[config.mk]
export PLATFORM = sky130hd
export DESIGN_NAME = hte_ctrl
export DESIGN_NICKNAME = d
export VERILOG_FILES = /design/src/hdl/hte_pkg.sv /design/src/hdl/hte_ctrl.sv
export SDC_FILE = /design/constraint.sdc
export NUM_CORES = 1
export LEC_CHECK = 0
export BUFFER_PORTS_ARGS = -buffer_cell sky130_fd_sc_hd__buf_2
export CAP_MARGIN = 20
export CORE_UTILIZATION = 55
export CTS_CLUSTER_SIZE = 12
export DETAILED_ROUTE_END_ITERATION = 12
export PLACE_DENSITY_LB_ADDON = 0.25
export RECOVER_POWER = 50
export SETUP_SLACK_MARGIN = 0.1
export SLEW_MARGIN = 20
export SYNTH_ARGS = -nofsm -noshare
export SYNTH_HDL_FRONTEND = slang
export SYNTH_SLANG_ARGS = --single-unit
[constraint.sdc]
create_clock -name clk -period 3.22 [get_ports clk]
set_clock_uncertainty 0.1 [all_clocks]
set_input_delay 0.644 -clock clk [delete_from_list [all_inputs] [get_ports clk]]
set_output_delay 0.644 -clock clk [all_outputs]
set_load 0.01 [all_outputs]
[src/hdl/hte_pkg.sv]
// Package for the homogeneous transform engine: command codes, widths,
// controller state type, channel payloads and the command/status structs. No dependencies.
package hte_pkg;

	localparam int FracBitsDef = 16;
	localparam int DataW = 32;
	localparam int AccW = 68;

	typedef enum logic [2:0] {
		CMD_IDENT = 3'd0,
		CMD_TRANS = 3'd1,
		CMD_SCALE = 3'd2,
		CMD_ROT   = 3'd3,
		CMD_PROJ  = 3'd4,
		CMD_POINT = 3'd5,
		CMD_RSV6  = 3'd6,
		CMD_RSV7  = 3'd7
	} cmd_t;

	localparam logic [1:0] AXIS_X = 2'd1;
	localparam logic [1:0] AXIS_Y = 2'd2;
	localparam logic [1:0] AXIS_Z = 2'd3;

	// input transaction
	typedef struct packed {
		cmd_t                     cmd;
		logic [1:0]               axis;
		logic signed [DataW-1:0]  op_a;
		logic signed [DataW-1:0]  op_b;
		logic signed [DataW-1:0]  op_c;
		logic signed [DataW-1:0]  op_d;
		logic signed [DataW-1:0]  op_e;
		logic signed [DataW-1:0]  op_f;
		logic signed [DataW-1:0]  op_g;
		logic signed [DataW-1:0]  op_h;
		logic signed [DataW-1:0]  op_i;
	} hte_in_t;

	// result transaction
	typedef struct packed {
		logic                     status;
		logic signed [DataW-1:0]  out_x;
		logic signed [DataW-1:0]  out_y;
		logic signed [DataW-1:0]  out_z;
		logic signed [DataW-1:0]  out_w;
	} hte_out_t;

	// Datapath operation codes issued by the controller.
	typedef enum logic [3:0] {
		OP_NONE,      // hold
		OP_IDENT,     // load identity into matrix
		OP_ELEM,      // build elementary matrix (non-projection)
		OP_PDOT,      // one term of div/num dot products (index = k)
		OP_PSAT,      // saturate div/num
		OP_DIVSTART,  // start a division (index selects operands)
		OP_DIVWAIT,   // wait for divider
		OP_PFILL,     // write a projection element from the quotient
		OP_MAC,       // one MAC term of E*M or M*p (index r,c,k)
		OP_MSTORE,    // store saturated accumulator in scratch, or E[i][3] when idx[4]
		OP_COMMIT,    // copy scratch to matrix
		OP_PSTORE,    // store point component
		OP_OUT        // load the result register
	} dop_t;

	typedef enum logic [3:0] {
		ST_IDLE,
		ST_ELEM,
		ST_PDOT,
		ST_PSAT,
		ST_DSTART,
		ST_DWAIT,
		ST_PFILL,
		ST_MAC,
		ST_MSTORE,
		ST_COMMIT,
		ST_DONE
	} state_t;

	typedef struct packed {
		dop_t       op;
		logic [4:0] idx;   // element or division index
		logic [1:0] k;     // MAC term
		logic       pt;    // MAC for point
		logic       clr;   // clear accumulator
	} hte_cmd_t;

	typedef struct packed {
		logic div_busy;
		logic div_zero;
	} hte_stat_t;

	function automatic logic signed [DataW-1:0] sat32(input logic signed [AccW-1:0] v);
		logic signed [AccW-1:0] mx;
		logic signed [AccW-1:0] mn;
		mx = AccW'(signed'({1'b0, {(DataW-1){1'b1}}}));
		mn = -mx - AccW'(1);
		if (v > mx) return mx[DataW-1:0];
		if (v < mn) return mn[DataW-1:0];
		return v[DataW-1:0];
	endfunction

endpackage

[src/hdl/hte_ctrl.sv]
// Controller state machine sequencing the datapath for each command.
// Depends on hte_pkg only.
module hte_ctrl (
	input  logic clk,
	input  logic arst_n,
	input  logic in_valid,
	output logic in_ready,
	input  logic [2:0] cmd,
	input  logic [1:0] axis,
	output logic load,
	output hte_pkg::hte_cmd_t dc,
	input  hte_pkg::hte_stat_t ds,
	output logic out_valid,
	input  logic out_ready,
	output logic out_status,
	output logic out_point
);
	hte_pkg::state_t st_q, st_d;
	logic [4:0] idx_q, idx_d;
	logic [1:0] k_q, k_d;
	logic pt_q;
	logic stat_q, stat_d;
	logic ov_q, ov_d;
	logic busy_q, busy_d;
	logic ostat_q, opt_q, fire;

	assign in_ready = !busy_q;
	assign load = in_valid && in_ready;
	assign out_valid = ov_q;
	assign out_status = ostat_q;
	assign out_point = opt_q;

	always_ff @(posedge clk or negedge arst_n) begin
		if (!arst_n) begin
			st_q <= hte_pkg::ST_IDLE;
			idx_q <= '0;
			k_q <= '0;
			pt_q <= 1'b0;
			stat_q <= 1'b0;
			ov_q <= 1'b0;
			busy_q <= 1'b0;
			ostat_q <= 1'b0;
			opt_q <= 1'b0;
		end else begin
			st_q <= st_d;
			idx_q <= idx_d;
			k_q <= k_d;
			stat_q <= stat_d;
			ov_q <= ov_d;
			busy_q <= busy_d;
			if (load) begin
				pt_q <= (cmd == hte_pkg::CMD_POINT);
			end
			// result register, held while the previous transaction waits
			if (fire) begin
				ostat_q <= stat_q;
				opt_q <= pt_q;
			end
		end
	end

	always_comb begin
		st_d = st_q;
		idx_d = idx_q;
		k_d = k_q;
		stat_d = stat_q;
		ov_d = ov_q && !out_ready;
		busy_d = busy_q;
		fire = 1'b0;
		dc = '{op: hte_pkg::OP_NONE, idx: idx_q, k: k_q, pt: pt_q, clr: (k_q == 2'd0)};
		case (st_q)
			hte_pkg::ST_IDLE: begin
				if (load) begin
					busy_d = 1'b1;
					stat_d = 1'b0;
					idx_d = '0;
					k_d = '0;
					case (cmd)
						hte_pkg::CMD_IDENT: begin
							dc.op = hte_pkg::OP_IDENT;
							st_d = hte_pkg::ST_DONE;
						end
						hte_pkg::CMD_TRANS, hte_pkg::CMD_SCALE: st_d = hte_pkg::ST_ELEM;
						hte_pkg::CMD_ROT:
							st_d = (axis == 2'd0) ? hte_pkg::ST_DONE : hte_pkg::ST_ELEM;
						hte_pkg::CMD_PROJ: st_d = hte_pkg::ST_PDOT;
						hte_pkg::CMD_POINT: st_d = hte_pkg::ST_MAC;
						default: st_d = hte_pkg::ST_DONE;
					endcase
				end
			end
			hte_pkg::ST_ELEM: begin
				dc.op = hte_pkg::OP_ELEM;
				st_d = hte_pkg::ST_MAC;
			end
			hte_pkg::ST_PDOT: begin
				// idx[0] picks the dot product, k the term
				dc.op = hte_pkg::OP_PDOT;
				if (idx_q[0]) begin
					idx_d = '0;
					if (k_q == 2'd2) begin
						k_d = '0;
						st_d = hte_pkg::ST_PSAT;
					end else begin
						k_d = k_q + 2'd1;
					end
				end else begin
					idx_d = 5'd1;
				end
			end
			hte_pkg::ST_PSAT: begin
				// wait for last product to land
				if (idx_q == 5'd2) begin
					dc.op = hte_pkg::OP_PSAT;
					idx_d = '0;
					st_d = hte_pkg::ST_DSTART;
				end else begin
					idx_d = idx_q + 5'd1;
				end
			end
			hte_pkg::ST_DSTART: begin
				if (ds.div_zero) begin
					stat_d = 1'b1;
					st_d = hte_pkg::ST_DONE;
				end else begin
					dc.op = hte_pkg::OP_DIVSTART;
					st_d = hte_pkg::ST_DWAIT;
				end
			end
			hte_pkg::ST_DWAIT: begin
				if (!ds.div_busy) st_d = hte_pkg::ST_PFILL;
			end
			hte_pkg::ST_PFILL: begin
				dc.op = hte_pkg::OP_PFILL;
				if (idx_q == 5'd12) begin
					idx_d = 5'd16;
					st_d = hte_pkg::ST_MSTORE;
				end else begin
					idx_d = idx_q + 5'd1;
					st_d = hte_pkg::ST_DSTART;
				end
			end
			hte_pkg::ST_MAC: begin
				dc.op = hte_pkg::OP_MAC;
				k_d = k_q + 2'd1;
				if (k_q == 2'd3) st_d = hte_pkg::ST_MSTORE;
			end
			hte_pkg::ST_MSTORE: begin
				// wait for the last product to reach the accumulator, then store
				if (k_q == 2'd0 && !idx_q[4]) begin
					k_d = 2'd1;
				end else begin
					dc.op = pt_q ? hte_pkg::OP_PSTORE : hte_pkg::OP_MSTORE;
					k_d = '0;
					if (idx_q[4]) begin
						// translation column of projection element
						if (idx_q[1:0] == 2'd2) begin
							idx_d = '0;
							st_d = hte_pkg::ST_MAC;
						end else begin
							idx_d = idx_q + 5'd1;
						end
					end else if (pt_q ? (idx_q[1:0] == 2'd3) : (idx_q[3:0] == 4'd15)) begin
						st_d = pt_q ? hte_pkg::ST_DONE : hte_pkg::ST_COMMIT;
					end else begin
						idx_d = pt_q ? {3'd0, idx_q[1:0] + 2'd1} : idx_q + 5'd1;
						st_d = hte_pkg::ST_MAC;
					end
				end
			end
			hte_pkg::ST_COMMIT: begin
				dc.op = hte_pkg::OP_COMMIT;
				st_d = hte_pkg::ST_DONE;
			end
			hte_pkg::ST_DONE: begin
				if (!ov_q || out_ready) begin
					dc.op = hte_pkg::OP_OUT;
					fire = 1'b1;
					ov_d = 1'b1;
					busy_d = 1'b0;
					st_d = hte_pkg::ST_IDLE;
				end
			end
			default: st_d = hte_pkg::ST_IDLE;
		endcase
	end
endmodule

==> results.json, run 1 <==
{
  "status": "completed",
  "synth_ff_type": "dfrtp_1",
  "die_x_um": 55.5,
  "crit_fanout": 10,
  "crit_arrival_ns": 2.22,
  "hold_viol": 0,
  "p_per_area_nw_per_um2": 850,
  "cts_resized": 0,
  "multi_input_area_um2": 1050,
  "cts.clk_slew.worst_paths_ns": 0.10,
  "clkPwrFrac": 0.081,
  "syn-cell-area_um2": 1580,
  "synthSimpleGateAreaFrac": 0.285,
  "power_mw": 1.47,
  "end_kind": "output pin",
  "wirelength_um": 3810,
  "tritoncts": "built",
  "finalNonFillerCells": 246,
  "avgSynthCellArea_um2": 8.17,
  "die-height_um": 55.5,
  "drtAntennaViolNets": 0,
  "synth_compound_gate_area_share": 0.259,
  "ioPinCount": 29,
  "cp.required_ns": 2.48,
  "rsz0062_at_grt": "no",
  "synth_seq_cells": 17,
  "cap_violations": 0,
  "setup_ws_ns": 0.258,
  "crit_slowest_cell": "dfrtp_1",
  "min_period_ns": 2.96,
  "slowest_delay_ns": 0.51,
  "dpl_cell_area_um2": 1710,
  "seq_area_um2": 425,
  "n_antenna_cell": 0,
  "p_int_mw": 0.750,
  "worst_pin_slew_ns": 0.910,
  "drt-wirelength-per-cell_um": 15.5,
  "fin_crit_sh": 0.920,
  "synth_edf_count": 0,
  "cts_buffer_depth": 2,
  "synth_cells": 193,
  "switching_share": 0.488,
  "synthAdderAreaFrac": 0.0714,
  "clock-sinks": 17,
  "cts_inserted_buffers": 3,
  "area_growth_pct": 9.36,
  "vias_per_cell": 6.28,
  "synth_top_area_share": 0.270,
  "cts_hold_buffers": 0,
  "maxSlewViolCount": 0,
  "async_flop_share": 1.00,
  "gr-total-overflow": 0,
  "gr-usage-all-layers": 0.265,
  "insertion_delay_ns": 0.30,
  "cp-start-kind": "flop",
  "initial_utilization": 0.577,
  "grt_pass1_vias": 1402,
  "dp.final_hpwl_um": 2850,
  "yosys-top-cells-count": "21 x nand2_1, 17 x dfrtp_1, 13 x inv_1, 13 x nor2_1, 10 x a21oi_1",
  "setup_tns_ns": 0,
  "synth_warnings": 0,
  "drt_iter0_drc": 106,
  "synthMuxAreaShare": 0.0484,
  "drive_gt1_frac": 0.181,
  "clock-root-buffer": "clkbuf_4",
  "slew_headroom": 0.394,
  "cts_setup_buffers": 0,
  "synth_most_common_cell": "nand2_1",
  "fillers": 240,
  "path_class": "reg -> out",
  "p_leak_nw": 0.803,
  "yosysTopAreaCell": "dfrtp_1",
  "antenna_found_initial": 0,
  "cts_max_level": 1,
  "place_inst": 242,
  "synth_top_family_by_area": "simple AND/OR/NAND/NOR gates",
  "r2r_setup_slack_ns": 0.71,
  "p_sw_mw": 0.716,
  "seq_area_frac_synth": 0.270,
  "die_area_um2": 3080,
  "power_frac_seq": 0.306,
  "grt_max_degree": 27,
  "cp_cell_sequence": "inv_1 -> ha_1 -> or4b_4 -> nor2_1 -> mux2_2 -> a22oi_1 -> o21ai_1 -> buf_2",
  "detail_route.first_pass.iterations": 6,
  "post-route-cell-area_um2": 1720,
  "pre_cts_slack_ns": 0.583,
  "syn_nets": 213,
  "synth-xor-area-share": 0,
  "yosysUniqueCellTypes": 55,
  "port_buffers": 28,
  "fmax_ghz": 0.338,
  "nets": 236,
  "drc": 0,
  "netlist_top_cells_area": "dfrtp_1 27%, ha_1 7.1%, nand2_1 5.0%",
  "core.rowCount": 19,
  "gp_congestion": 0.943,
  "hold_path.class": "in -> async",
  "setup_violations": 0,
  "vias": 1544,
  "pwr-share-comb": 0.613,
  "grt_pass1_wl_um": 6500,
  "coreArea_um2": 2730,
  "irDropWorstVdd_uv": 718
}
-- flip-flops by register name (all words and copies together), names as in the netlist --
| name | flops |
|---|---|
| busy_q | 1 |
| idx_q | 5 |
| k_q | 2 |
| out_point | 1 |
| out_status | 1 |
| out_valid | 1 |
| pt_q | 1 |
| st_q | 4 |
| stat_q | 1 |
-- per-layer routing --
layer  vias up  wire (um)  GRT usage
met1       718       1660      0.364
met5         -          0          0
met4         0         62     0.0714
met3        11        263     0.0539
met2        65       1820      0.427
li1        750          -          -
-- logic make-up after synthesis --
kind of cell               count (synthesis)
AOI/OAI and AO/OA                         56
adders and majority gates                  9
buffers and inverters                     24
DFF                                       17
muxes                                      7
and+or+nand+nor                           80
-- through the flow --
stage | hold slack [ns] | util
CTS | 0.153 | 0.634
global route | 0.433 | 0.631
global placement | 0.382 | 0.624
finish | 0.333 | 0.631
floorplan | 0.248 | -
detailed placement | 0.393 | 0.624
-- final cells by class --
cell class | instances | area share
timing repair buffer | 29 | 0.0806
inverter | 13 | 0.0283
sequential | 17 | 0.247
clock buffer | 4 | 0.0152
multi-input combinational | 152 | 0.607
tap | 31 | 0.0225
-- power groups by stage --
stage	registers, mW	clock network (mW)	logic (mW)
final	0.449	0.119	0.898
after global routing	0.466	0.130	1.00
after CTS	0.445	0.124	0.898
after detailed placement	0.449	0	0.894
after global placement	0.444	0	0.876
after floorplan	0.358	0	0.754
-- cell usage in the layout (no fill, tap or decap), types with 4 or more instances in the layout --
cell type	Yosys	routed
nand2_1	21	21
buf_2	3	21
dfrtp_1	17	17
inv_1	13	13
nor2_1	13	13
a21oi_1	10	10
ha_1	9	9
clkbuf_1	3	8
nor2b_1	7	7
nand2b_1	6	6
o21ai_0	7	6
nand3_1	6	6
mux2_2	5	5
and2_1	4	4
o22ai_1	4	4
-- worst max-delay path: cells and delay by family, from the launching register on --
kind            cells  cell delay, ns
buf+inv             2            0.29
mux                 1            0.15
compound gates      2            0.22
flops               1            0.51
simple gates        2            0.56
fa+ha+maj           1            0.18
-- path summary, 6_finish.rpt --
path | start | cells after the start | end
hold / removal | arst_n | 1 | busy_q
setup / recovery | idx_q[0] | 8 | dc[11]
max in group asynchronous | arst_n | 1 | stat_q
hold reg to reg | out_point | 1 | out_point
setup reg to reg | idx_q[0] | 7 | st_q[1]
min in group clk | out_point | 1 | out_point
Note: power is estimated with default switching activity, not from simulation.
==> inputs of run 2 (changes only) <==
--- a/config.mk
+++ b/config.mk
@@ -7,11 +7,11 @@
 export LEC_CHECK = 0
 export BUFFER_PORTS_ARGS = -buffer_cell sky130_fd_sc_hd__buf_2
 export CAP_MARGIN = 20
-export CORE_UTILIZATION = 55
+export CORE_UTILIZATION = 56
 export CTS_CLUSTER_SIZE = 12
 export DETAILED_ROUTE_END_ITERATION = 12
 export PLACE_DENSITY_LB_ADDON = 0.25
-export RECOVER_POWER = 50
+export RECOVER_POWER = 100
 export SETUP_SLACK_MARGIN = 0.1
 export SLEW_MARGIN = 20
 export SYNTH_ARGS = -nofsm -noshare
==> run 2 against run 1 <==
Maximum frequency down 1.5%; utilization up 3.2 points; critical path type unchanged; total power down 2.0%; sequential share of layout area up 0.34 points; worst setup slack worse by 0.044 ns; register-to-register slack worse by 0.13 ns; non-clock buffer count up 2; sequential power down 4%; clock power about the same.
==> results.json, run 2 (synthesis gave the netlist of run 1 again) <==
{
  "status": "completed",
  "wirelength_um": 4150,
  "grt_pass1_vias": 1398,
  "p_leak_nw": 0.765,
  "wl_met2_um": 1960,
  "dr.max_layer_used": "met4",
  "drc": 0,
  "cp-start-kind": "flop",
  "drt-wirelength-per-cell_um": 16.8,
  "setup_violations": 0,
  "grt_pass1_wl_um": 6380,
  "gr-total-overflow": 0,
  "port_buffers": 28,
  "n_antenna_cell": 0,
  "maxSlewViolCount": 0,
  "drtAntennaViolNets": 0,
  "drive_gt1_frac": 0.115,
  "cts_setup_buffers": 0,
  "die_area_um2": 3030,
  "hold_viol": 0,
  "gp_congestion": 0.921,
  "antenna_found_initial": 0,
  "die-height_um": 55.1,
  "clock-root-buffer": "clkbuf_4",
  "insertion_delay_ns": 0.30,
  "coreArea_um2": 2570,
  "wl_met3_um": 355,
  "gr-usage-all-layers": 0.298,
  "clock-sinks": 17,
  "vias_per_cell": 6.51,
  "cts_max_level": 1,
  "worst_pin_slew_ns": 0.924,
  "nets": 238,
  "hold_path.class": "in -> async",
  "fillers": 228,
  "regMostFlops": "idx_q",
  "cts_hold_buffers": 0,
  "p_per_area_nw_per_um2": 844,
  "crit_fanout": 10,
  "rsz0062_at_grt": "no",
  "end_kind": "output pin",
  "slew_headroom": 0.384,
  "fmax_ghz": 0.333,
  "place_inst": 243,
  "post-route-cell-area_um2": 1700,
  "crit_arrival_ns": 2.26,
  "dpl_cell_area_um2": 1720,
  "fin_crit_sh": 0.934,
  "cp.required_ns": 2.48,
  "cap_violations": 0,
  "vias": 1607,
  "min_period_ns": 3.01,
  "dp.final_hpwl_um": 3100,
  "layout_commonest_cell": "nand2_1",
  "detail_route.first_pass.iterations": 7,
  "cts_inserted_buffers": 3,
  "core.rowCount": 18,
  "tritoncts": "built",
  "area_growth_pct": 7.86,
  "largest_register_ff_count": 5,
  "finalNonFillerCells": 247,
  "setup_tns_ns": 0,
  "grt_max_degree": 24,
  "reg.largest.list": "idx_q x5, st_q x4, k_q x2",
  "pre_cts_slack_ns": 0.623,
  "wirelength_met1_um": 1760,
  "irDropWorstVdd_uv": 619,
  "path_class": "reg -> out",
  "setup_ws_ns": 0.214,
  "final_core_util": 0.662,
  "initial_utilization": 0.614,
  "cts_buffer_depth": 2,
  "layout_common_cells": "21 x nand2_1, 20 x clkbuf_1, 17 x dfrtp_1",
  "cts.clk_slew.worst_paths_ns": 0.10,
  "ioPinCount": 29,
  "drt_iter0_drc": 90,
  "die_x_um": 55.1,
  "cts_resized": 0
}
## run 2: per-stage QoR
step	hold slack (ns)	total power, mW
global placement	0.382	1.33
finish	0.342	1.44
detailed placement	0.391	1.36
global route	0.450	1.55
floorplan	0.248	1.11
CTS	0.165	1.49
## run 2: critical path, cell delays in order (launching register included)
cell	delay, ns
dfrtp_1	0.50
inv_1	0.14
ha_1	0.18
or4b_1	0.46
nor2_1	0.11
mux2_2	0.16
a22oi_1	0.06
o21ai_0	0.18
clkbuf_1	0.17
## run 2: final timing paths
check                          start   endpoint  slack, ns  cells past startpoint
max in group asynchronous     arst_n    st_q[2]       2.12                      1
min reg2reg                out_point  out_point       0.42                      1
min                           arst_n  out_point       0.34                      1
max                         idx_q[0]     dc[11]       0.21                      8
min in group clk           out_point  out_point       0.42                      1
max reg2reg                 idx_q[0]    st_q[1]       0.58                      7
## run 2: final cells by class
type | count | area, um^2 | area share
clock buffer | 3 | 22.5 | 0.0132
clock inverter | 1 | 5.00 | 0.00294
inverter | 13 | 48.8 | 0.0287
multi-input combinational | 152 | 1030 | 0.605
sequential | 17 | 425 | 0.250
tap | 30 | 37.5 | 0.0221
timing repair buffer | 31 | 133 | 0.0780
## run 2: routing by layer
layer | vias to the layer above | global-route usage
met5 | - | 0
met2 | 94 | 0.482
met1 | 741 | 0.401
met3 | 11 | 0.0437
met4 | 0 | 0.108
li1 | 761 | -
## run 2: power by group
group          internal, mW  switching [mW]
combinational         0.374           0.508
sequential            0.280           0.153
clock                0.0464          0.0742
